$ cat config.mk
export PLATFORM = sky130hd
export DESIGN_NAME = dcsg_front_flat
export DESIGN_NICKNAME = d
export VERILOG_FILES = /design/src/rtl/dcsg_pkg.sv /design/src/rtl/dcsg_if.sv /design/src/rtl/dcsg_front.sv /design/src/flat_wrapper.sv
export SDC_FILE = /design/constraint.sdc
export NUM_CORES = 1
export LEC_CHECK = 0
export BUFFER_PORTS_ARGS = -buffer_cell sky130_fd_sc_hd__buf_2
export CORE_AREA = 3 3 170 172
export DETAILED_ROUTE_END_ITERATION = 12
export DIE_AREA = 0 0 173 175
export PLACE_DENSITY = 0.71
export SETUP_SLACK_MARGIN = 0.02
export SLEW_MARGIN = 20
export SYNTH_ARGS = -nofsm -noshare
export SYNTH_HDL_FRONTEND = slang
export SYNTH_SLANG_ARGS = --single-unit
$ cat constraint.sdc
create_clock -name clk -period 6 [get_ports clk]
set_clock_uncertainty 0.2 [all_clocks]
set_input_delay 0.9 -clock clk [delete_from_list [all_inputs] [get_ports clk]]
set_output_delay 0.9 -clock clk [all_outputs]
set_load 0.01 [all_outputs]
$ cat src/rtl/dcsg_pkg.sv
// ----------------------------------------------------------------------------
// Drive command safety governor package
// Shared types, command and result codes, register indexes and reset values.
// ----------------------------------------------------------------------------
`default_nettype none

package dcsg_pkg;

  localparam logic [2:0] CMD_MANUAL = 3'd0;
  localparam logic [2:0] CMD_AUTO   = 3'd1;
  localparam logic [2:0] CMD_STOP   = 3'd2;
  localparam logic [2:0] CMD_MODE   = 3'd3;
  localparam logic [2:0] CMD_RAY    = 3'd4;
  localparam logic [2:0] CMD_TICK   = 3'd5;

  localparam logic [1:0] KIND_EFFORT = 2'd0;
  localparam logic [1:0] KIND_FRONT  = 2'd1;
  localparam logic [1:0] KIND_REAR   = 2'd2;

  localparam logic [2:0] REG_MANUAL_GAIN   = 3'd0;
  localparam logic [2:0] REG_AUTO_GAIN     = 3'd1;
  localparam logic [2:0] REG_TIMEOUT_TICKS = 3'd2;
  localparam logic [2:0] REG_SAFETY_MM     = 3'd3;
  localparam logic [2:0] REG_SONAR_MIN_MM  = 3'd4;
  localparam logic [2:0] REG_SONAR_MAX_MM  = 3'd5;

  localparam logic [15:0] RANGE_RESET = 16'd4000;
  localparam logic [7:0]  AGE_MAX     = 8'hFF;

  typedef struct packed {
    logic [15:0] manual_gain;
    logic [15:0] auto_gain;
    logic [7:0]  timeout_ticks;
    logic [15:0] safety_mm;
    logic [15:0] sonar_min_mm;
    logic [15:0] sonar_max_mm;
  } cfg_t;

  localparam cfg_t CFG_RESET = '{
    manual_gain:   16'd4096,
    auto_gain:     16'd6144,
    timeout_ticks: 8'd20,
    safety_mm:     16'd300,
    sonar_min_mm:  16'd0,
    sonar_max_mm:  16'd4000
  };

  typedef struct packed {
    logic [2:0]         cmd;
    logic signed [15:0] linear_vel;
    logic signed [15:0] angular_vel;
    logic               button_level;
    logic               sonar_side;
    logic [15:0]        ray_mm;
    logic               ray_finite;
    logic               ray_last;
  } in_item_t;

  typedef struct packed {
    logic [1:0]         kind;
    logic [15:0]        range;
    logic signed [15:0] lin;
    logic signed [15:0] ang;
    logic [15:0]        gain;
    logic               front_near;
    logic               rear_near;
  } sel_t;

  typedef struct packed {
    logic [1:0]         kind;
    logic [15:0]        range;
    logic signed [32:0] pl;
    logic signed [32:0] pa;
    logic               front_near;
    logic               rear_near;
  } prod_t;

endpackage

`default_nettype wire

$ cat src/rtl/dcsg_if.sv
// ----------------------------------------------------------------------------
// Drive command safety governor channels
// Event input channel, result output channel and register write channel.
// ----------------------------------------------------------------------------
`default_nettype none

interface dcsg_in_if;
  logic               valid;
  logic               ready;
  logic [2:0]         cmd;
  logic signed [15:0] linear_vel;
  logic signed [15:0] angular_vel;
  logic               button_level;
  logic               sonar_side;
  logic [15:0]        ray_mm;
  logic               ray_finite;
  logic               ray_last;

  modport source (
    output valid, cmd, linear_vel, angular_vel, button_level, sonar_side,
           ray_mm, ray_finite, ray_last,
    input  ready
  );
  modport sink (
    input  valid, cmd, linear_vel, angular_vel, button_level, sonar_side,
           ray_mm, ray_finite, ray_last,
    output ready
  );
endinterface


`default_nettype wire

$ cat src/rtl/dcsg_front.sv
// ----------------------------------------------------------------------------
// Event stage
// Input register, governor state, sonar minimum tracking and source selection.
// ----------------------------------------------------------------------------
`default_nettype none

module dcsg_front
  import dcsg_pkg::*;
(
  input  wire logic   clk,
  input  wire logic   rst,
  dcsg_in_if.sink     item,
  input  wire cfg_t   regs,
  input  wire logic   load_next,
  output logic        sel_valid,
  output sel_t        sel
);

  logic        in_valid;
  in_item_t    in_item;
  logic        load_in;
  logic        load_sel;

  logic signed [15:0] manual_linear, manual_linear_next;
  logic signed [15:0] manual_angular, manual_angular_next;
  logic signed [15:0] auto_linear, auto_linear_next;
  logic signed [15:0] auto_angular, auto_angular_next;
  logic [7:0]         manual_age, manual_age_next;
  logic [7:0]         auto_age, auto_age_next;
  logic               stop_active, stop_active_next;
  logic               auto_selected, auto_selected_next;
  logic [15:0]        front_range, front_range_next;
  logic [15:0]        rear_range, rear_range_next;
  logic [15:0]        scan_minimum [2];
  logic [15:0]        scan_minimum_next [2];

  logic        has_result;
  sel_t        sel_next;
  logic [15:0] cur_min;
  logic [15:0] new_min;
  logic [15:0] latched;
  logic        ray_ok;
  logic        drive;

  assign load_sel   = !sel_valid || load_next;
  assign load_in    = !in_valid || load_sel;
  assign item.ready = load_in;

  always_comb begin
    manual_linear_next   = manual_linear;
    manual_angular_next  = manual_angular;
    auto_linear_next     = auto_linear;
    auto_angular_next    = auto_angular;
    manual_age_next      = manual_age;
    auto_age_next        = auto_age;
    stop_active_next     = stop_active;
    auto_selected_next   = auto_selected;
    front_range_next     = front_range;
    rear_range_next      = rear_range;
    scan_minimum_next[0] = scan_minimum[0];
    scan_minimum_next[1] = scan_minimum[1];
    has_result           = 1'b0;
    sel_next             = '0;
    drive                = 1'b0;

    cur_min = scan_minimum[in_item.sonar_side];
    ray_ok  = in_item.ray_finite && (in_item.ray_mm >= regs.sonar_min_mm) &&
              (in_item.ray_mm <= regs.sonar_max_mm) && (in_item.ray_mm < cur_min);
    new_min = ray_ok ? in_item.ray_mm : cur_min;
    latched = (new_min < regs.sonar_max_mm) ? new_min : regs.sonar_max_mm;

    unique case (in_item.cmd)
      CMD_MANUAL: begin
        manual_linear_next  = in_item.linear_vel;
        manual_angular_next = in_item.angular_vel;
        manual_age_next     = '0;
      end
      CMD_AUTO: begin
        auto_linear_next  = in_item.linear_vel;
        auto_angular_next = in_item.angular_vel;
        auto_age_next     = '0;
      end
      CMD_STOP: begin
        stop_active_next = in_item.button_level;
        if (in_item.button_level) begin
          manual_linear_next  = '0;
          manual_angular_next = '0;
          auto_linear_next    = '0;
          auto_angular_next   = '0;
        end
      end
      CMD_MODE: begin
        auto_selected_next = in_item.button_level;
        if (!in_item.button_level) begin
          auto_linear_next  = '0;
          auto_angular_next = '0;
        end
      end
      CMD_RAY: begin
        if (in_item.ray_last) begin
          scan_minimum_next[in_item.sonar_side] = regs.sonar_max_mm;
          if (in_item.sonar_side) begin
            rear_range_next = latched;
            sel_next.kind   = KIND_REAR;
          end else begin
            front_range_next = latched;
            sel_next.kind    = KIND_FRONT;
          end
          sel_next.range = latched;
          has_result     = 1'b1;
        end else begin
          scan_minimum_next[in_item.sonar_side] = new_min;
        end
      end
      CMD_TICK: begin
        if (auto_selected) begin
          drive = !stop_active && (auto_age < regs.timeout_ticks);
        end else begin
          drive = !stop_active && (manual_age < regs.timeout_ticks);
        end
        if (drive) begin
          sel_next.lin  = auto_selected ? auto_linear : manual_linear;
          sel_next.ang  = auto_selected ? auto_angular : manual_angular;
          sel_next.gain = auto_selected ? regs.auto_gain : regs.manual_gain;
        end
        sel_next.kind       = KIND_EFFORT;
        sel_next.front_near = front_range <= regs.safety_mm;
        sel_next.rear_near  = rear_range <= regs.safety_mm;
        manual_age_next = (manual_age == AGE_MAX) ? manual_age : manual_age + 8'd1;
        auto_age_next   = (auto_age == AGE_MAX) ? auto_age : auto_age + 8'd1;
        has_result      = 1'b1;
      end
      default: begin
      end
    endcase
  end

  always_ff @(posedge clk) begin
    if (rst) begin
      in_valid        <= 1'b0;
      sel_valid       <= 1'b0;
      manual_linear   <= '0;
      manual_angular  <= '0;
      auto_linear     <= '0;
      auto_angular    <= '0;
      manual_age      <= '0;
      auto_age        <= '0;
      stop_active     <= 1'b1;
      auto_selected   <= 1'b1;
      front_range     <= RANGE_RESET;
      rear_range      <= RANGE_RESET;
      scan_minimum[0] <= RANGE_RESET;
      scan_minimum[1] <= RANGE_RESET;
    end else begin
      if (load_in) begin
        in_valid <= item.valid;
      end
      if (load_sel) begin
        sel_valid <= in_valid && has_result;
        if (in_valid) begin
          manual_linear   <= manual_linear_next;
          manual_angular  <= manual_angular_next;
          auto_linear     <= auto_linear_next;
          auto_angular    <= auto_angular_next;
          manual_age      <= manual_age_next;
          auto_age        <= auto_age_next;
          stop_active     <= stop_active_next;
          auto_selected   <= auto_selected_next;
          front_range     <= front_range_next;
          rear_range      <= rear_range_next;
          scan_minimum[0] <= scan_minimum_next[0];
          scan_minimum[1] <= scan_minimum_next[1];
        end
      end
    end
  end

  always_ff @(posedge clk) begin
    if (load_in) begin
      in_item.cmd          <= item.cmd;
      in_item.linear_vel   <= item.linear_vel;
      in_item.angular_vel  <= item.angular_vel;
      in_item.button_level <= item.button_level;
      in_item.sonar_side   <= item.sonar_side;
      in_item.ray_mm       <= item.ray_mm;
      in_item.ray_finite   <= item.ray_finite;
      in_item.ray_last     <= item.ray_last;
    end
    if (load_sel) begin
      sel <= sel_next;
    end
  end

endmodule

`default_nettype wire

$ cat src/flat_wrapper.sv
// flat-port wrapper written by rule: the top's interface ports become plain ports
module dcsg_front_flat import dcsg_pkg::*;
  (clk, rst, regs, load_next, sel_valid, sel, item_valid, item_cmd, item_linear_vel, item_angular_vel, item_button_level, item_sonar_side, item_ray_mm, item_ray_finite, item_ray_last, item_ready);
  dcsg_in_if item_i ();
  input  wire logic clk;
  input  wire logic rst;
  input  wire cfg_t regs;
  input  wire logic load_next;
  output logic sel_valid;
  output sel_t sel;
  input wire logic [$bits(item_i.valid)-1:0] item_valid;
  input wire logic [$bits(item_i.cmd)-1:0] item_cmd;
  input wire logic [$bits(item_i.linear_vel)-1:0] item_linear_vel;
  input wire logic [$bits(item_i.angular_vel)-1:0] item_angular_vel;
  input wire logic [$bits(item_i.button_level)-1:0] item_button_level;
  input wire logic [$bits(item_i.sonar_side)-1:0] item_sonar_side;
  input wire logic [$bits(item_i.ray_mm)-1:0] item_ray_mm;
  input wire logic [$bits(item_i.ray_finite)-1:0] item_ray_finite;
  input wire logic [$bits(item_i.ray_last)-1:0] item_ray_last;
  output wire logic [$bits(item_i.ready)-1:0] item_ready;
  assign item_i.valid = item_valid;
  assign item_i.cmd = item_cmd;
  assign item_i.linear_vel = item_linear_vel;
  assign item_i.angular_vel = item_angular_vel;
  assign item_i.button_level = item_button_level;
  assign item_i.sonar_side = item_sonar_side;
  assign item_i.ray_mm = item_ray_mm;
  assign item_i.ray_finite = item_ray_finite;
  assign item_i.ray_last = item_ray_last;
  assign item_ready = item_i.ready;
  dcsg_front u_core (.clk(clk), .rst(rst), .item(item_i), .regs(regs), .load_next(load_next), .sel_valid(sel_valid), .sel(sel));
endmodule
==> impl_results.html, run 1 <==
<table>
<tr><th>Metric</th><th>Value</th></tr>
<tr><th colspan="2">Die</th></tr>
<tr><td>Die Outline Area</td><td>30,300 um^2</td></tr>
<tr><td>Row count</td><td>61</td></tr>
<tr><td>Die outline height</td><td>~180 um</td></tr>
<tr><td># IOs</td><td>around 220</td></tr>
<tr><td>Horizontal die dimension</td><td>173 um</td></tr>
<tr><td>Initial Util</td><td>0.495</td></tr>
<tr><td>Std-Cell Core Area</td><td>27,600 um^2</td></tr>
<tr><th colspan="2">Logic synthesis</th></tr>
<tr><td>Share of async-settable or async-resettable flops after synthesis</td><td>0</td></tr>
<tr><td>Total standard cell area after synthesis</td><td>13,700 um^2</td></tr>
<tr><td>Post-synthesis area per instance</td><td>10.7 um^2</td></tr>
<tr><td>Number of instances in the synthesized netlist</td><td>1,280</td></tr>
<tr><td>Number of flip-flops and latches in the synthesized netlist</td><td>272</td></tr>
<tr><td>Post-synth top cells</td><td>155 x sky130_fd_sc_hd__edfxtp_1, 117 x sky130_fd_sc_hd__dfxtp_1, 110 x sky130_fd_sc_hd__ha_1, 97 x sky130_fd_sc_hd__nor2_1, 95 x sky130_fd_sc_hd__a21oi_1</td></tr>
<tr><td>Yosys top cell area share</td><td>0.340</td></tr>
<tr><td>Ranking of synthesized cells by area</td><td>sky130_fd_sc_hd__edfxtp_1 34%, sky130_fd_sc_hd__dfxtp_1 17%, sky130_fd_sc_hd__ha_1 10%</td></tr>
<tr><td>Mapped Nets</td><td>approximately 1,500</td></tr>
<tr><td>Cell type with the highest aggregate area in the netlist</td><td>sky130_fd_sc_hd__edfxtp_1</td></tr>
<tr><td>Number of flops mapped to enable cells by yosys</td><td>155</td></tr>
<tr><td>Top flip-flop cell by instance count after synthesis</td><td>sky130_fd_sc_hd__edfxtp_1</td></tr>
<tr><td>Yosys warnings</td><td>0</td></tr>
<tr><td>Proportion of synthesized chip area in sequential cells</td><td>0.512</td></tr>
<tr><td>Count leader, synth</td><td>sky130_fd_sc_hd__edfxtp_1</td></tr>
<tr><td>Distinct cell type count after synthesis</td><td>64</td></tr>
<tr><th colspan="2">Power and ir drop</th></tr>
<tr><td>Flop pwr share</td><td>0.479</td></tr>
<tr><td>Pwr dens</td><td>265 nW/um^2</td></tr>
<tr><td>Leak pwr</td><td>6.98 nW</td></tr>
<tr><td>Peak supply drop</td><td>about 240 uV</td></tr>
<tr><td>Share of power burned in the clock network</td><td>0.412</td></tr>
<tr><td>Fraction of power spent switching nets</td><td>0.244</td></tr>
<tr><td>Psw</td><td>roughly 1.0 mW</td></tr>
<tr><td>Total internal power</td><td>3.23 mW</td></tr>
<tr><td>Fraction of power consumed by combinational cells</td><td>0.109</td></tr>
<tr><td>Total Power</td><td>4.27 mW</td></tr>
<tr><th colspan="2">Routing</th></tr>
<tr><td>Initial detailed-routing violation count</td><td>847</td></tr>
<tr><td>Remaining design rule violation count</td><td>0</td></tr>
<tr><td>Vias after detailed routing</td><td>about 11,000</td></tr>
<tr><td>Wirelength per Cell</td><td>18.7 um</td></tr>
<tr><td>DRT Pass-1 Iters</td><td>7</td></tr>
<tr><td>Remaining number of nets flagged by the antenna check after routing</td><td>0</td></tr>
<tr><td>Routed WL</td><td>35,100 um</td></tr>
<tr><td>Routed vias/inst</td><td>5.77</td></tr>
<tr><th colspan="2">Placement</th></tr>
<tr><td>Cell count after placement</td><td>~1,800</td></tr>
<tr><td>Post-Place Setup Slack</td><td>339 ps</td></tr>
<tr><td>Quantity of I/O buffers inserted on ports</td><td>216</td></tr>
<tr><td>Routability cong.</td><td>0.899</td></tr>
<tr><td>Post-detailed-placement half-perimeter wirelength</td><td>24,200 um</td></tr>
<tr><th colspan="2">Status</th></tr>
<tr><td>Result of the run</td><td>finished clean</td></tr>
<tr><th colspan="2">Clock tree</th></tr>
<tr><td>Post-CTS setup buffers</td><td>0</td></tr>
<tr><td>Clock tree from TritonCTS</td><td>done</td></tr>
<tr><td>Number of H-tree levels</td><td>1</td></tr>
<tr><td>Maximum root-to-sink buffer count</td><td>3</td></tr>
<tr><td>Resize count post-CTS</td><td>0</td></tr>
<tr><td>Clock slew at the register clock pins of the worst setup and hold paths</td><td>60 ps</td></tr>
<tr><td>Count of hold buffers inserted by post-cts repair</td><td>0</td></tr>
<tr><td>Insertion delay to the later sink of the worst-skew pair</td><td>between 500 and 600 ps</td></tr>
<tr><td>Cell at the root of the clock tree</td><td>sky130_fd_sc_hd__clkbuf_16</td></tr>
<tr><td>CTS buffer count</td><td>28</td></tr>
<tr><td>Total number of clock tree sinks</td><td>272</td></tr>
<tr><th colspan="2">GRT</th></tr>
<tr><td>Largest net degree at the start of global routing</td><td>79</td></tr>
<tr><td>Total Routing Usage GR</td><td>0.222</td></tr>
<tr><td>Global-route congestion overflow total</td><td>0</td></tr>
<tr><td>Vias in the first global route</td><td>10,631</td></tr>
<tr><td>Number of antenna violations at the first check in global routing</td><td>3</td></tr>
<tr><td>First-pass GRT wire length</td><td>around 55,000 um</td></tr>
<tr><th colspan="2">Timing</th></tr>
<tr><td>Worst path setup slack after routing</td><td>around 600 ps</td></tr>
<tr><td>RSZ-0062 raised after global routing</td><td>no</td></tr>
<tr><td>Worst hold slack</td><td>251 ps</td></tr>
<tr><td>Crit path time final</td><td>between 5000 and 6000 ps</td></tr>
<tr><td>Actual slew at the worst max-slew pin</td><td>1060 ps</td></tr>
<tr><td>Worst slew margin</td><td>0.290</td></tr>
<tr><td>Setup-violating endpoint count in the final report</td><td>0</td></tr>
<tr><td>Number of failing hold endpoints at the final stage</td><td>0</td></tr>
<tr><td>Final sum of negative setup slack</td><td>0 ps</td></tr>
<tr><td>Total count of max-transition violations in the final report</td><td>0</td></tr>
<tr><td>Period utilisation layout</td><td>0.901</td></tr>
<tr><td>Timing-limited maximum frequency</td><td>185 MHz</td></tr>
<tr><th colspan="2">Cells and area</th></tr>
<tr><td>Area taken by multi-input logic gates</td><td>around 6100 um^2</td></tr>
<tr><td>Share of post-route cells with drive strength above 1</td><td>0.230</td></tr>
<tr><td>Area added between synthesis and finish</td><td>17.8%</td></tr>
<tr><td>Register cell area after layout</td><td>7000 um^2</td></tr>
<tr><td># nets final</td><td>1,728</td></tr>
<tr><td>Final cell count without fillers</td><td>1,873</td></tr>
<tr><td>Filler instances</td><td>2,346</td></tr>
<tr><th colspan="2">Worst setup path</th></tr>
<tr><td>Worst-path cell chain</td><td>buf_4, mux2_2, inv_1, ha_1, a21oi_1, o21ai_0, a211oi_1, o221a_2, nand3_4, mux2_2, ha_1, a21o_1, a21o_1, a221oi_1, o21ai_1, nor3_1, mux2i_2, buf_4, a21o_1, a311oi_1</td></tr>
<tr><td>Required time of the critical path</td><td>6250 ps</td></tr>
<tr><td>Setup crit end kind</td><td>register</td></tr>
<tr><td>Critical path type</td><td>reg -&gt; reg</td></tr>
<tr><td>Top delay family on crit path</td><td>compound AO/OA/AOI/OAI gates</td></tr>
<tr><td>Maximum fanout along the worst path</td><td>29</td></tr>
<tr><td>Startpoint type of the worst setup path</td><td>register</td></tr>
<tr><td>Signal arrival time at the worst endpoint</td><td>~5700 ps</td></tr>
<tr><td>Cell occurring most often along the worst timing path</td><td>sky130_fd_sc_hd__a21o_1</td></tr>
<tr><td>Critical path buffers and inverters</td><td>3</td></tr>
<tr><td>Largest incremental delay on the critical path</td><td>about 440 ps</td></tr>
<tr><td>Slowest cell on the critical path</td><td>sky130_fd_sc_hd__mux2_2</td></tr>
<tr><th colspan="2">Job</th></tr>
<tr><td>Number of max-capacitance violations reported</td><td>0</td></tr>
<tr><th colspan="2">Worst hold path</th></tr>
<tr><td>Hold WC Path Type</td><td>reg -&gt; reg</td></tr>
</table>
## cell families after synthesis
group / Yosys count / synth area share
AO/OA/AOI/OAI: 359 / 0.181
XOR/XNOR: 13 / 0.00832
adder cells (fa/ha/maj): 110 / 0.101
buffers and inverters: 161 / 0.0468
flip-flops: 272 / 0.512
multiplexers: 44 / 0.0394
AND/OR/NAND/NOR: 321 / 0.112
## final timing paths
kind / from / to / slack, ps / depth (start not counted)
min reg2reg: u_core.auto_linear[0] / u_core.auto_linear[0] / 250 / 2
max reg2reg: register / u_core.front_range[0] / 600 / 20
min: u_core.auto_linear[0] / u_core.auto_linear[0] / 250 / 2
max: register / u_core.front_range[0] / 600 / 20
## metrics by stage
step | instance area [um^2] | utilization
final | 16100 | 0.583
after CTS | 16100 | 0.582
after global placement | 15100 | 0.548
after floorplan | 13700 | -
after detailed placement | 15100 | 0.548
after global routing | 16100 | 0.583
## layer usage
| layer | part of all wire | global-route usage | vias to the layer above |
|---|---|---|---|
| met4 | 0.031 | 0.0794 | 2 |
| met5 | 0.00034 | 0 | - |
| met1 | 0.44 | 0.300 | 5221 |
| met2 | 0.47 | 0.366 | 377 |
| li1 | - | - | 5137 |
| met3 | 0.057 | 0.0328 | 72 |
## power groups by stage
stage	combinational, mW	sequential (mW)	clock [mW]
3_3_place_gp	0.443	2.08	0
4_1_cts	0.461	2.05	1.79
5_1_grt	0.515	2.05	1.86
3_5_place_dp	0.458	2.09	0
6_report	0.465	2.05	1.76
2_1_floorplan	0.294	2.08	0
## cells in the final DEF (no fill, tap or decap), drive strengths merged, types with 3 or more instances in the layout
cell type and count:
a221oi 3, nand4 14, and4 7, nand2b 11, a211oi 27, and3 3, a311oi 22, a22oi 32
xor2 8, a22o 48, a21oi 95, xnor2 5, mux2i 24, a31oi 3, o211a 12, nor2 97
o21ai 62, clkinv 11, a21o 25, nor2b 8, clkbuf 37, o21a 10, inv 85, o21ba 3
nand3 57, ha 110, nor3 43, buf 238, edfxtp 155, nand2 73, dfxtp 117, mux2 20
## tightest hold or removal path, cell delays in order (launching register included)
cell	delay, ps
sky130_fd_sc_hd__dfxtp_1	310
sky130_fd_sc_hd__nand2_1	50
sky130_fd_sc_hd__a21oi_1	50
## cell type report
cell class	count	share of cell area
clock buffer	37	0.0502
antenna	2	0.000311
timing repair buffer	238	0.0787
multi-input combinational	847	0.379
inverter	84	0.0196
clock inverter	15	0.00870
sequential	272	0.434
tap	378	0.0294
## sequential cells by signal, summed over array words and instances, names as in the netlist, named ones only
name                   cells
u_core.in_valid            1
u_core.in_item            55
u_core.front_range        16
u_core.auto_age            8
u_core.manual_linear      16
u_core.auto_selected       1
u_core.sel_valid           1
u_core.auto_linear        16
u_core.stop_active         1
u_core.auto_angular       16
u_core.manual_angular     16
u_core.scan_minimum       32
u_core.manual_age          8
u_core.rear_range         16
u_core.sel                68
No activity file was read; power rests on OpenSTA's default activity.
==> run 2, diff against run 1 <==
--- a/config.mk
+++ b/config.mk
@@ -5,10 +5,11 @@
 export SDC_FILE = /design/constraint.sdc
 export NUM_CORES = 1
 export LEC_CHECK = 0
+export ABC_AREA = 1
 export BUFFER_PORTS_ARGS = -buffer_cell sky130_fd_sc_hd__buf_2
-export CORE_AREA = 3 3 170 172
+export CORE_AREA = 3 3 171 173
 export DETAILED_ROUTE_END_ITERATION = 12
-export DIE_AREA = 0 0 173 175
+export DIE_AREA = 0 0 174 176
 export PLACE_DENSITY = 0.71
 export SETUP_SLACK_MARGIN = 0.02
 export SLEW_MARGIN = 20
==> run 2 against run 1 <==
  * Final area is 0.34% higher
  * Sequential share of layout area decreased by 0.14 points
  * Worst hold slack improved by 12 ps
  * Critical path type unchanged
  * Clock-buffer cell count increased by 4
  * Highest routed layer is now met4
  * First-iteration DRC count is 5.3% higher
  * Global-route usage grew 0.18 points
  * Setup slack gained 160 ps
  * Sequential power hardly changed
  * Synthesized area is 0.73% higher
==> impl_results.html, run 2 <==
<table>
<tr><th>Metric</th><th>Value</th></tr>
<tr><th colspan="2">Status</th></tr>
<tr><td>Result of the run</td><td>finished clean</td></tr>
<tr><th colspan="2">Timing</th></tr>
<tr><td>Setup-violating endpoint count in the final report</td><td>0</td></tr>
<tr><td>Total count of max-transition violations in the final report</td><td>0</td></tr>
<tr><td>Final sum of negative setup slack</td><td>0 ps</td></tr>
<tr><td>Worst slew margin</td><td>0.315</td></tr>
<tr><td>Number of failing hold endpoints at the final stage</td><td>0</td></tr>
<tr><td>Period utilisation layout</td><td>0.874</td></tr>
<tr><td>Crit path time final</td><td>5250 ps</td></tr>
<tr><td>Actual slew at the worst max-slew pin</td><td>1030 ps</td></tr>
<tr><td>Timing-limited maximum frequency</td><td>191 MHz</td></tr>
<tr><td>Worst hold slack</td><td>264 ps</td></tr>
<tr><td>RSZ-0062 raised after global routing</td><td>no</td></tr>
<tr><th colspan="2">Power and ir drop</th></tr>
<tr><td>Fraction of power spent switching nets</td><td>0.245</td></tr>
<tr><td>Flop pwr share</td><td>0.480</td></tr>
<tr><td>Fraction of power consumed by combinational cells</td><td>0.099</td></tr>
<tr><td>Total internal power</td><td>3.23 mW</td></tr>
<tr><td>Share of power burned in the clock network</td><td>0.421</td></tr>
<tr><td>Psw</td><td>around 1.1 mW</td></tr>
<tr><td>Total Power</td><td>4.28 mW</td></tr>
<tr><td>Peak supply drop</td><td>227 uV</td></tr>
<tr><td>Leak pwr</td><td>about 7.6 nW</td></tr>
<tr><td>Pwr dens</td><td>265 nW/um^2</td></tr>
<tr><th colspan="2">Routing</th></tr>
<tr><td>Vias after detailed routing</td><td>11,329</td></tr>
<tr><td>Routed WL</td><td>34,900 um</td></tr>
<tr><td>Remaining design rule violation count</td><td>0</td></tr>
<tr><td>Remaining number of nets flagged by the antenna check after routing</td><td>0</td></tr>
<tr><td>Initial detailed-routing violation count</td><td>~890</td></tr>
<tr><td>DRT Pass-1 Iters</td><td>6</td></tr>
<tr><td>Routed vias/inst</td><td>5.38</td></tr>
<tr><td>Wirelength per Cell</td><td>16.6 um</td></tr>
<tr><th colspan="2">Worst setup path</th></tr>
<tr><td>Cell occurring most often along the worst timing path</td><td>sky130_fd_sc_hd__a21oi_1</td></tr>
<tr><td>R2R depth</td><td>20</td></tr>
<tr><td>Worst-path cell chain</td><td>mux2i_1, ha_1, nand2_1, nand3b_1, nor2_1, nand2_1, a21oi_1, inv_1, a21oi_1, nand3_2, inv_1, o21ai_0, ha_1, a21oi_1, nor2_1, a2111oi_2, buf_4, nand2_4, nand2_1, a21oi_1</td></tr>
<tr><td>Critical path buffers and inverters</td><td>3</td></tr>
<tr><td>Required time of the critical path</td><td>a little over 6000 ps</td></tr>
<tr><td>Signal arrival time at the worst endpoint</td><td>5320 ps</td></tr>
<tr><td>Maximum fanout along the worst path</td><td>30</td></tr>
<tr><td>Setup crit end kind</td><td>register</td></tr>
<tr><td>Startpoint type of the worst setup path</td><td>register</td></tr>
<tr><td>Largest incremental delay on the critical path</td><td>between 800 and 900 ps</td></tr>
<tr><td>Top delay family on crit path</td><td>compound AO/OA/AOI/OAI gates</td></tr>
<tr><td>Slowest cell on the critical path</td><td>sky130_fd_sc_hd__dfxtp_1</td></tr>
<tr><td>Reg-to-reg endpoint</td><td>u_core.sel[54]</td></tr>
<tr><td>Setup slack of the worst register-to-register path</td><td>around 750 ps</td></tr>
<tr><td>Critical path type</td><td>reg -&gt; reg</td></tr>
<tr><th colspan="2">Placement</th></tr>
<tr><td>Post-detailed-placement half-perimeter wirelength</td><td>between 20,000 and 25,000 um</td></tr>
<tr><td>Routability cong.</td><td>about 0.91</td></tr>
<tr><td>Quantity of I/O buffers inserted on ports</td><td>~220</td></tr>
<tr><th colspan="2">Die</th></tr>
<tr><td>Row count</td><td>61</td></tr>
<tr><td>Horizontal die dimension</td><td>174 um</td></tr>
<tr><td>Die Outline Area</td><td>approximately 31,000 um^2</td></tr>
<tr><td>Die outline height</td><td>roughly 180 um</td></tr>
<tr><td># IOs</td><td>between 200 and 250</td></tr>
<tr><td>Std-Cell Core Area</td><td>27,800 um^2</td></tr>
<tr><td>Initial Util</td><td>0.496</td></tr>
<tr><th colspan="2">Cells and area</th></tr>
<tr><td>Commonest cells after routing, fill and taps aside</td><td>250 x sky130_fd_sc_hd__nand2_1, 215 x sky130_fd_sc_hd__buf_2, 176 x sky130_fd_sc_hd__nor2_1, 155 x sky130_fd_sc_hd__edfxtp_1, 146 x sky130_fd_sc_hd__inv_1</td></tr>
<tr><td>Area added between synthesis and finish</td><td>17.3%</td></tr>
<tr><td># nets final</td><td>1,960</td></tr>
<tr><td>Register with the most flip-flops</td><td>u_core.sel</td></tr>
<tr><td>Flip-flop count of the largest register, all copies and words added</td><td>68</td></tr>
<tr><td>Commonest non-fill, non-tap cell in the layout</td><td>sky130_fd_sc_hd__nand2_1</td></tr>
<tr><td>Largest registers</td><td>u_core.sel (68), u_core.in_item (55), u_core.scan_minimum (32)</td></tr>
<tr><td>Area taken by multi-input logic gates</td><td>just under 6000 um^2</td></tr>
<tr><td>Register cell area after layout</td><td>around 7000 um^2</td></tr>
<tr><td>Share of post-route cells with drive strength above 1</td><td>0.180</td></tr>
<tr><td>End-of-flow core utilization</td><td>0.582</td></tr>
<tr><td>Filler instances</td><td>2,495</td></tr>
<tr><th colspan="2">GRT</th></tr>
<tr><td>Global-route congestion overflow total</td><td>0</td></tr>
<tr><td>Number of antenna violations at the first check in global routing</td><td>2</td></tr>
<tr><td>Largest net degree at the start of global routing</td><td>101</td></tr>
<tr><td>Vias in the first global route</td><td>roughly 11,000</td></tr>
<tr><td>Total Routing Usage GR</td><td>0.224</td></tr>
<tr><td>First-pass GRT wire length</td><td>56,700 um</td></tr>
<tr><th colspan="2">Logic synthesis</th></tr>
<tr><td>Post-synthesis share of cell area spent on xor and xnor gates</td><td>0.000636</td></tr>
<tr><td>Proportion of synthesized chip area in sequential cells</td><td>0.508</td></tr>
<tr><td>Distinct cell type count after synthesis</td><td>40</td></tr>
<tr><td>Ranking of synthesized cells by area</td><td>sky130_fd_sc_hd__edfxtp_1 34%, sky130_fd_sc_hd__dfxtp_1 17%, sky130_fd_sc_hd__ha_1 10%</td></tr>
<tr><td>Fraction of the mapped netlist area in adder cells</td><td>0.0999</td></tr>
<tr><td>Number of flops mapped to enable cells by yosys</td><td>155</td></tr>
<tr><td>Compound-cell area share of the yosys netlist</td><td>0.116</td></tr>
<tr><td>Post-synthesis area per instance</td><td>slightly above 9 um^2</td></tr>
<tr><td>Total standard cell area after synthesis</td><td>about 14,000 um^2</td></tr>
<tr><td>Mapped Nets</td><td>1,762</td></tr>
<tr><td>Simple-Gate Fraction of Synth Area</td><td>0.170</td></tr>
<tr><td>Count leader, synth</td><td>sky130_fd_sc_hd__nand2_1</td></tr>
<tr><td>Yosys warnings</td><td>0</td></tr>
<tr><td>Number of instances in the synthesized netlist</td><td>1,505</td></tr>
<tr><td>Combinational family with the most area after synthesis</td><td>simple AND/OR/NAND/NOR gates</td></tr>
<tr><td>Yosys top cell area share</td><td>0.338</td></tr>
<tr><td>Share of async-settable or async-resettable flops after synthesis</td><td>0</td></tr>
<tr><td>Cell type with the highest aggregate area in the netlist</td><td>sky130_fd_sc_hd__edfxtp_1</td></tr>
<tr><td>Top flip-flop cell by instance count after synthesis</td><td>sky130_fd_sc_hd__edfxtp_1</td></tr>
<tr><td>Number of flip-flops and latches in the synthesized netlist</td><td>roughly 270</td></tr>
<tr><td>Post-synth top cells</td><td>251 x sky130_fd_sc_hd__nand2_1, 176 x sky130_fd_sc_hd__nor2_1, 155 x sky130_fd_sc_hd__edfxtp_1, 148 x sky130_fd_sc_hd__inv_1, 130 x sky130_fd_sc_hd__a21oi_1</td></tr>
<tr><td>Share of cell area taken by muxes after synthesis</td><td>0.0450</td></tr>
<tr><th colspan="2">Clock tree</th></tr>
<tr><td>Resize count post-CTS</td><td>0</td></tr>
<tr><td>Clock slew at the register clock pins of the worst setup and hold paths</td><td>60 ps</td></tr>
<tr><td>Clock tree from TritonCTS</td><td>done</td></tr>
<tr><td>Count of hold buffers inserted by post-cts repair</td><td>0</td></tr>
<tr><td>CTS buffer count</td><td>29</td></tr>
<tr><td>Post-CTS setup buffers</td><td>0</td></tr>
<tr><td>Cell at the root of the clock tree</td><td>sky130_fd_sc_hd__clkbuf_16</td></tr>
<tr><td>Maximum root-to-sink buffer count</td><td>3</td></tr>
<tr><td>Total number of clock tree sinks</td><td>around 270</td></tr>
<tr><td>Number of H-tree levels</td><td>1</td></tr>
<tr><td>Insertion delay to the later sink of the worst-skew pair</td><td>550 ps</td></tr>
<tr><th colspan="2">Worst hold path</th></tr>
<tr><td>Worst hold path endpoint</td><td>u_core.auto_linear[0]</td></tr>
<tr><td>Hold Crit Depth</td><td>2</td></tr>
<tr><td>Hold WC Path Type</td><td>reg -&gt; reg</td></tr>
<tr><td>Worst Hold Launch</td><td>u_core.auto_linear[0]</td></tr>
<tr><th colspan="2">Job</th></tr>
<tr><td>Number of max-capacitance violations reported</td><td>0</td></tr>
</table>
-- run 2: power groups by stage --
stage,registers (mW),logic [mW],clock network [mW]
2_1_floorplan,2.08,0.277,0
3_3_place_gp,2.09,0.409,0
3_5_place_dp,2.09,0.421,0
4_1_cts,2.05,0.423,1.83
5_1_grt,2.06,0.485,1.91
6_report,2.06,0.424,1.80
-- run 2: how the worst max path moves through the flow --
stage                     startpoint                         to  slack, ps  cells past startpoint
after floorplan            load_next  u_core.scan_minimum[0][0]        240                      4
after global placement      register             u_core.sel[63]       1020                     18
after detailed placement    register             u_core.sel[54]        780                     20
after CTS                   register             u_core.sel[54]        780                     20
after global routing        register     u_core.front_range[14]        180                     22
final                       register             u_core.sel[54]        750                     20
-- run 2: stage by stage --
stage	std cells	area [um^2]	worst slack (ps)
5_1_grt	2106	16200	181
4_1_cts	2104	16200	783
6_report	2106	16200	754
2_1_floorplan	1505	13800	239
3_3_place_gp	2050	15200	1020
3_5_place_dp	2050	15200	778
-- run 2: kinds of logic (layout without fill, tap and decap cells) --
logic type               Yosys count  in the layout
AO/OA/AOI/OAI                    278            278
XOR/XNOR                           1              1
adder cells (fa/ha/maj)          110            110
buffers and inverters            220            441
flip-flops                       272            272
multiplexers                      62             62
other                              0              2
AND/OR/NAND/NOR                  562            562
-- run 2: area by class of cell --
type | instances | share of cell area
inverters | 158 | 0.0367
clock inverters | 13 | 0.00619
well taps | 378 | 0.0293
multi-input cells | 1013 | 0.368
flip-flops and latches | 272 | 0.433
clock buffers | 41 | 0.0540
repair buffers | 229 | 0.0731
diodes | 2 | 0.000310
-- run 2: worst reg2reg max path: stages (launching register included) --
cell and delay [ps]:
sky130_fd_sc_hd__dfxtp_1 880, sky130_fd_sc_hd__mux2i_1 350, sky130_fd_sc_hd__ha_1 290, sky130_fd_sc_hd__nand2_1 70, sky130_fd_sc_hd__nand3b_1 70, sky130_fd_sc_hd__nor2_1 100
sky130_fd_sc_hd__nand2_1 60, sky130_fd_sc_hd__a21oi_1 160, sky130_fd_sc_hd__inv_1 60, sky130_fd_sc_hd__a21oi_1 160, sky130_fd_sc_hd__nand3_2 100, sky130_fd_sc_hd__inv_1 550
sky130_fd_sc_hd__o21ai_0 330, sky130_fd_sc_hd__ha_1 370, sky130_fd_sc_hd__a21oi_1 160, sky130_fd_sc_hd__nor2_1 70, sky130_fd_sc_hd__a2111oi_2 270, sky130_fd_sc_hd__buf_4 290
sky130_fd_sc_hd__nand2_4 190, sky130_fd_sc_hd__nand2_1 170, sky130_fd_sc_hd__a21oi_1 90
-- run 2: metal layers --
layer	vias to the layer above	GRT usage	wire, um
li1	5579	-	-
met4	0	0.0540	689
met2	419	0.358	15800
met1	5290	0.320	15900
met5	-	0	0
met3	41	0.0374	2480
==> run 3, diff against run 2 <==
--- a/config.mk
+++ b/config.mk
@@ -6,11 +6,10 @@
 export NUM_CORES = 1
 export LEC_CHECK = 0
 export ABC_AREA = 1
-export BUFFER_PORTS_ARGS = -buffer_cell sky130_fd_sc_hd__buf_2
 export CORE_AREA = 3 3 171 173
 export DETAILED_ROUTE_END_ITERATION = 12
 export DIE_AREA = 0 0 174 176
-export PLACE_DENSITY = 0.71
+export DONT_BUFFER_PORTS = 1
 export SETUP_SLACK_MARGIN = 0.02
 export SLEW_MARGIN = 20
 export SYNTH_ARGS = -nofsm -noshare
==> run 3 against run 2 <==
  * First-iteration DRC count shrank 10%
  * Largest power group unchanged
  * Clock-buffer cell count shrank 3
  * Via count shrank 8.3%
  * Critical endpoint is now u_core.sel[63]
  * Critical path depth is the same
  * Sequential power is essentially flat
  * Wire length shrank 2.1%
  * Fmax grew 0.29%
==> impl_results.html, run 3 (same netlist as run 2, synthesis figures left out) <==
<table>
<tr><th>Metric</th><th>Value</th></tr>
<tr><th colspan="2">Cells and area</th></tr>
<tr><td>Commonest non-fill, non-tap cell in the layout</td><td>sky130_fd_sc_hd__nand2_1</td></tr>
<tr><td>Area added between synthesis and finish</td><td>9.24%</td></tr>
<tr><td>Count of antenna diodes in the layout</td><td>0</td></tr>
<tr><td>Final cell count without fillers</td><td>approximately 1,900</td></tr>
<tr><td>End-of-flow core utilization</td><td>0.542</td></tr>
<tr><td># nets final</td><td>between 1,500 and 2,000</td></tr>
<tr><td>Register with the most flip-flops</td><td>u_core.sel</td></tr>
<tr><td>Largest registers</td><td>u_core.sel (68), u_core.in_item (55), u_core.scan_minimum (32)</td></tr>
<tr><td>Commonest cells after routing, fill and taps aside</td><td>250 x sky130_fd_sc_hd__nand2_1, 176 x sky130_fd_sc_hd__nor2_1, 155 x sky130_fd_sc_hd__edfxtp_1, 147 x sky130_fd_sc_hd__inv_1, 130 x sky130_fd_sc_hd__a21oi_1</td></tr>
<tr><td>Design area</td><td>between 15,000 and 20,000 um^2</td></tr>
<tr><td>Flip-flop count of the largest register, all copies and words added</td><td>68</td></tr>
<tr><td>Share of post-route cells with drive strength above 1</td><td>0.0603</td></tr>
<tr><th colspan="2">Routing</th></tr>
<tr><td>Remaining number of nets flagged by the antenna check after routing</td><td>0</td></tr>
<tr><td>Routed WL</td><td>around 34,000 um</td></tr>
<tr><td>Initial detailed-routing violation count</td><td>around 800</td></tr>
<tr><td>Vias after detailed routing</td><td>10,388</td></tr>
<tr><td>DRT Pass-1 Iters</td><td>5</td></tr>
<tr><td>Remaining design rule violation count</td><td>0</td></tr>
<tr><td>Wirelength per Cell</td><td>18.1 um</td></tr>
<tr><td>Routed vias/inst</td><td>5.51</td></tr>
<tr><th colspan="2">Timing</th></tr>
<tr><td>Crit path time final</td><td>5230 ps</td></tr>
<tr><td>Period utilisation layout</td><td>0.872</td></tr>
<tr><td>Setup-violating endpoint count in the final report</td><td>0</td></tr>
<tr><td>Worst path setup slack after routing</td><td>769 ps</td></tr>
<tr><td>Total count of max-transition violations in the final report</td><td>0</td></tr>
<tr><td>Number of failing hold endpoints at the final stage</td><td>0</td></tr>
<tr><td>RSZ-0062 raised after global routing</td><td>no</td></tr>
<tr><td>Worst hold slack</td><td>225 ps</td></tr>
<tr><td>Final sum of negative setup slack</td><td>0 ps</td></tr>
<tr><td>Timing-limited maximum frequency</td><td>~190 MHz</td></tr>
<tr><td>Actual slew at the worst max-slew pin</td><td>991 ps</td></tr>
<tr><td>Worst slew margin</td><td>0.339</td></tr>
<tr><th colspan="2">Worst setup path</th></tr>
<tr><td>Top delay family on crit path</td><td>compound AO/OA/AOI/OAI gates</td></tr>
<tr><td>Worst-path cell chain</td><td>mux2i_1, ha_1, nand2_1, nand3b_1, nor2_1, nand2_1, a21oi_1, inv_1, a21oi_1, nand3_2, inv_1, o21ai_0, ha_1, a21oi_1, nor2_1, a2111oi_2, buf_4, nand2_4, nand2_1, a21oi_1</td></tr>
<tr><td>Setup slack of the worst register-to-register path</td><td>770 ps</td></tr>
<tr><td>Critical path type</td><td>reg -&gt; reg</td></tr>
<tr><td>Reg-to-reg endpoint</td><td>u_core.sel[63]</td></tr>
<tr><td>Critical path buffers and inverters</td><td>3</td></tr>
<tr><td>Slowest cell on the critical path</td><td>sky130_fd_sc_hd__dfxtp_1</td></tr>
<tr><td>Signal arrival time at the worst endpoint</td><td>~5300 ps</td></tr>
<tr><td>Maximum fanout along the worst path</td><td>30</td></tr>
<tr><td>Cell occurring most often along the worst timing path</td><td>sky130_fd_sc_hd__a21oi_1</td></tr>
<tr><td>R2R depth</td><td>20</td></tr>
<tr><td>Largest incremental delay on the critical path</td><td>a little under 700 ps</td></tr>
<tr><td>Required time of the critical path</td><td>6100 ps</td></tr>
<tr><td>Setup crit end kind</td><td>register</td></tr>
<tr><td>Startpoint type of the worst setup path</td><td>register</td></tr>
<tr><th colspan="2">Power and ir drop</th></tr>
<tr><td>Peak supply drop</td><td>244 uV</td></tr>
<tr><td>Pwr dens</td><td>277 nW/um^2</td></tr>
<tr><td>Total Power</td><td>4.18 mW</td></tr>
<tr><td>Leak pwr</td><td>roughly 6.6 nW</td></tr>
<tr><th colspan="2">GRT</th></tr>
<tr><td>Number of antenna violations at the first check in global routing</td><td>2</td></tr>
<tr><td>Vias in the first global route</td><td>approximately 9,600</td></tr>
<tr><td>Global-route congestion overflow total</td><td>0</td></tr>
<tr><td>Total Routing Usage GR</td><td>0.216</td></tr>
<tr><td>Largest net degree at the start of global routing</td><td>105</td></tr>
<tr><td>First-pass GRT wire length</td><td>53,900 um</td></tr>
<tr><th colspan="2">Die</th></tr>
<tr><td>Horizontal die dimension</td><td>about 170 um</td></tr>
<tr><td>Initial Util</td><td>0.496</td></tr>
<tr><td>Std-Cell Core Area</td><td>27,800 um^2</td></tr>
<tr><td>Row count</td><td>61</td></tr>
<tr><td>Die Outline Area</td><td>around 31,000 um^2</td></tr>
<tr><td>Die outline height</td><td>176 um</td></tr>
<tr><td># IOs</td><td>217</td></tr>
<tr><th colspan="2">Clock tree</th></tr>
<tr><td>Post-CTS setup buffers</td><td>0</td></tr>
<tr><td>Cell at the root of the clock tree</td><td>sky130_fd_sc_hd__clkbuf_16</td></tr>
<tr><td>Clock tree from TritonCTS</td><td>done</td></tr>
<tr><td>Total number of clock tree sinks</td><td>272</td></tr>
<tr><td>Clock slew at the register clock pins of the worst setup and hold paths</td><td>roughly 60 ps</td></tr>
<tr><td>Count of hold buffers inserted by post-cts repair</td><td>0</td></tr>
<tr><td>CTS buffer count</td><td>29</td></tr>
<tr><td>Number of H-tree levels</td><td>1</td></tr>
<tr><td>Resize count post-CTS</td><td>0</td></tr>
<tr><td>Insertion delay to the later sink of the worst-skew pair</td><td>560 ps</td></tr>
<tr><td>Maximum root-to-sink buffer count</td><td>3</td></tr>
<tr><th colspan="2">Status</th></tr>
<tr><td>Result of the run</td><td>finished clean</td></tr>
<tr><th colspan="2">Worst hold path</th></tr>
<tr><td>Worst hold path endpoint</td><td>u_core.manual_age[1]</td></tr>
<tr><td>Worst Hold Launch</td><td>rst</td></tr>
<tr><td>Hold WC Path Type</td><td>in -&gt; reg</td></tr>
<tr><td>Hold Crit Depth</td><td>1</td></tr>
<tr><th colspan="2">Placement</th></tr>
<tr><td>Quantity of I/O buffers inserted on ports</td><td>0</td></tr>
<tr><td>Post-Place Setup Slack</td><td>~870 ps</td></tr>
<tr><td>Routability cong.</td><td>around 0.84</td></tr>
<tr><td>Cell area after placement</td><td>14,100 um^2</td></tr>
<tr><td>Post-detailed-placement half-perimeter wirelength</td><td>23,700 um</td></tr>
<tr><td>Cell count after placement</td><td>approximately 1,800</td></tr>
<tr><th colspan="2">Job</th></tr>
<tr><td>Number of max-capacitance violations reported</td><td>0</td></tr>
</table>
## run 3: cell count changes in the layout (fill, tap and decap cells not counted), moves of 2 or more
| cell | previous run | this run |
|---|---|---|
| sky130_fd_sc_hd__clkinv_1 | 3 | 5 |
| sky130_fd_sc_hd__clkbuf_8 | 6 | 4 |
| sky130_fd_sc_hd__diode_2 | 2 | 0 |
| sky130_fd_sc_hd__buf_2 | 215 | 0 |
## run 3: worst max-delay path by stage
stage	start	to	cells after the start
3_5_place_dp	register	u_core.sel[63]	20
2_1_floorplan	load_next	u_core.scan_minimum[0][0]	4
3_3_place_gp	register	u_core.sel[53]	20
5_1_grt	register	u_core.rear_range[12]	22
4_1_cts	register	u_core.sel[63]	20
6_report	register	u_core.sel[63]	20
## run 3: report_power, final
part / switching, mW / internal (mW)
clock: 0.750 / 1.01
combinational: 0.236 / 0.116
sequential: 0.0408 / 2.02
total: 1.03 / 3.15
## run 3: final cells by class
class | count | area [um^2]
clock inverters | 15 | 120
multi-input cells | 1013 | 5940
flip-flops and latches | 272 | 7000
repair buffers | 13 | 97.6
inverters | 158 | 593
clock buffers | 38 | 825
well taps | 378 | 473
fillers | 2579 | 12700
## run 3: layer usage
layer  track usage  routed length, um  vias to the layer above
met4        0.0503                720                        4
met2         0.324              14800                      362
met3        0.0469               2280                       51
li1              -                  -                     5137
met5             0                 23                        -
met1         0.322              16400                     4834
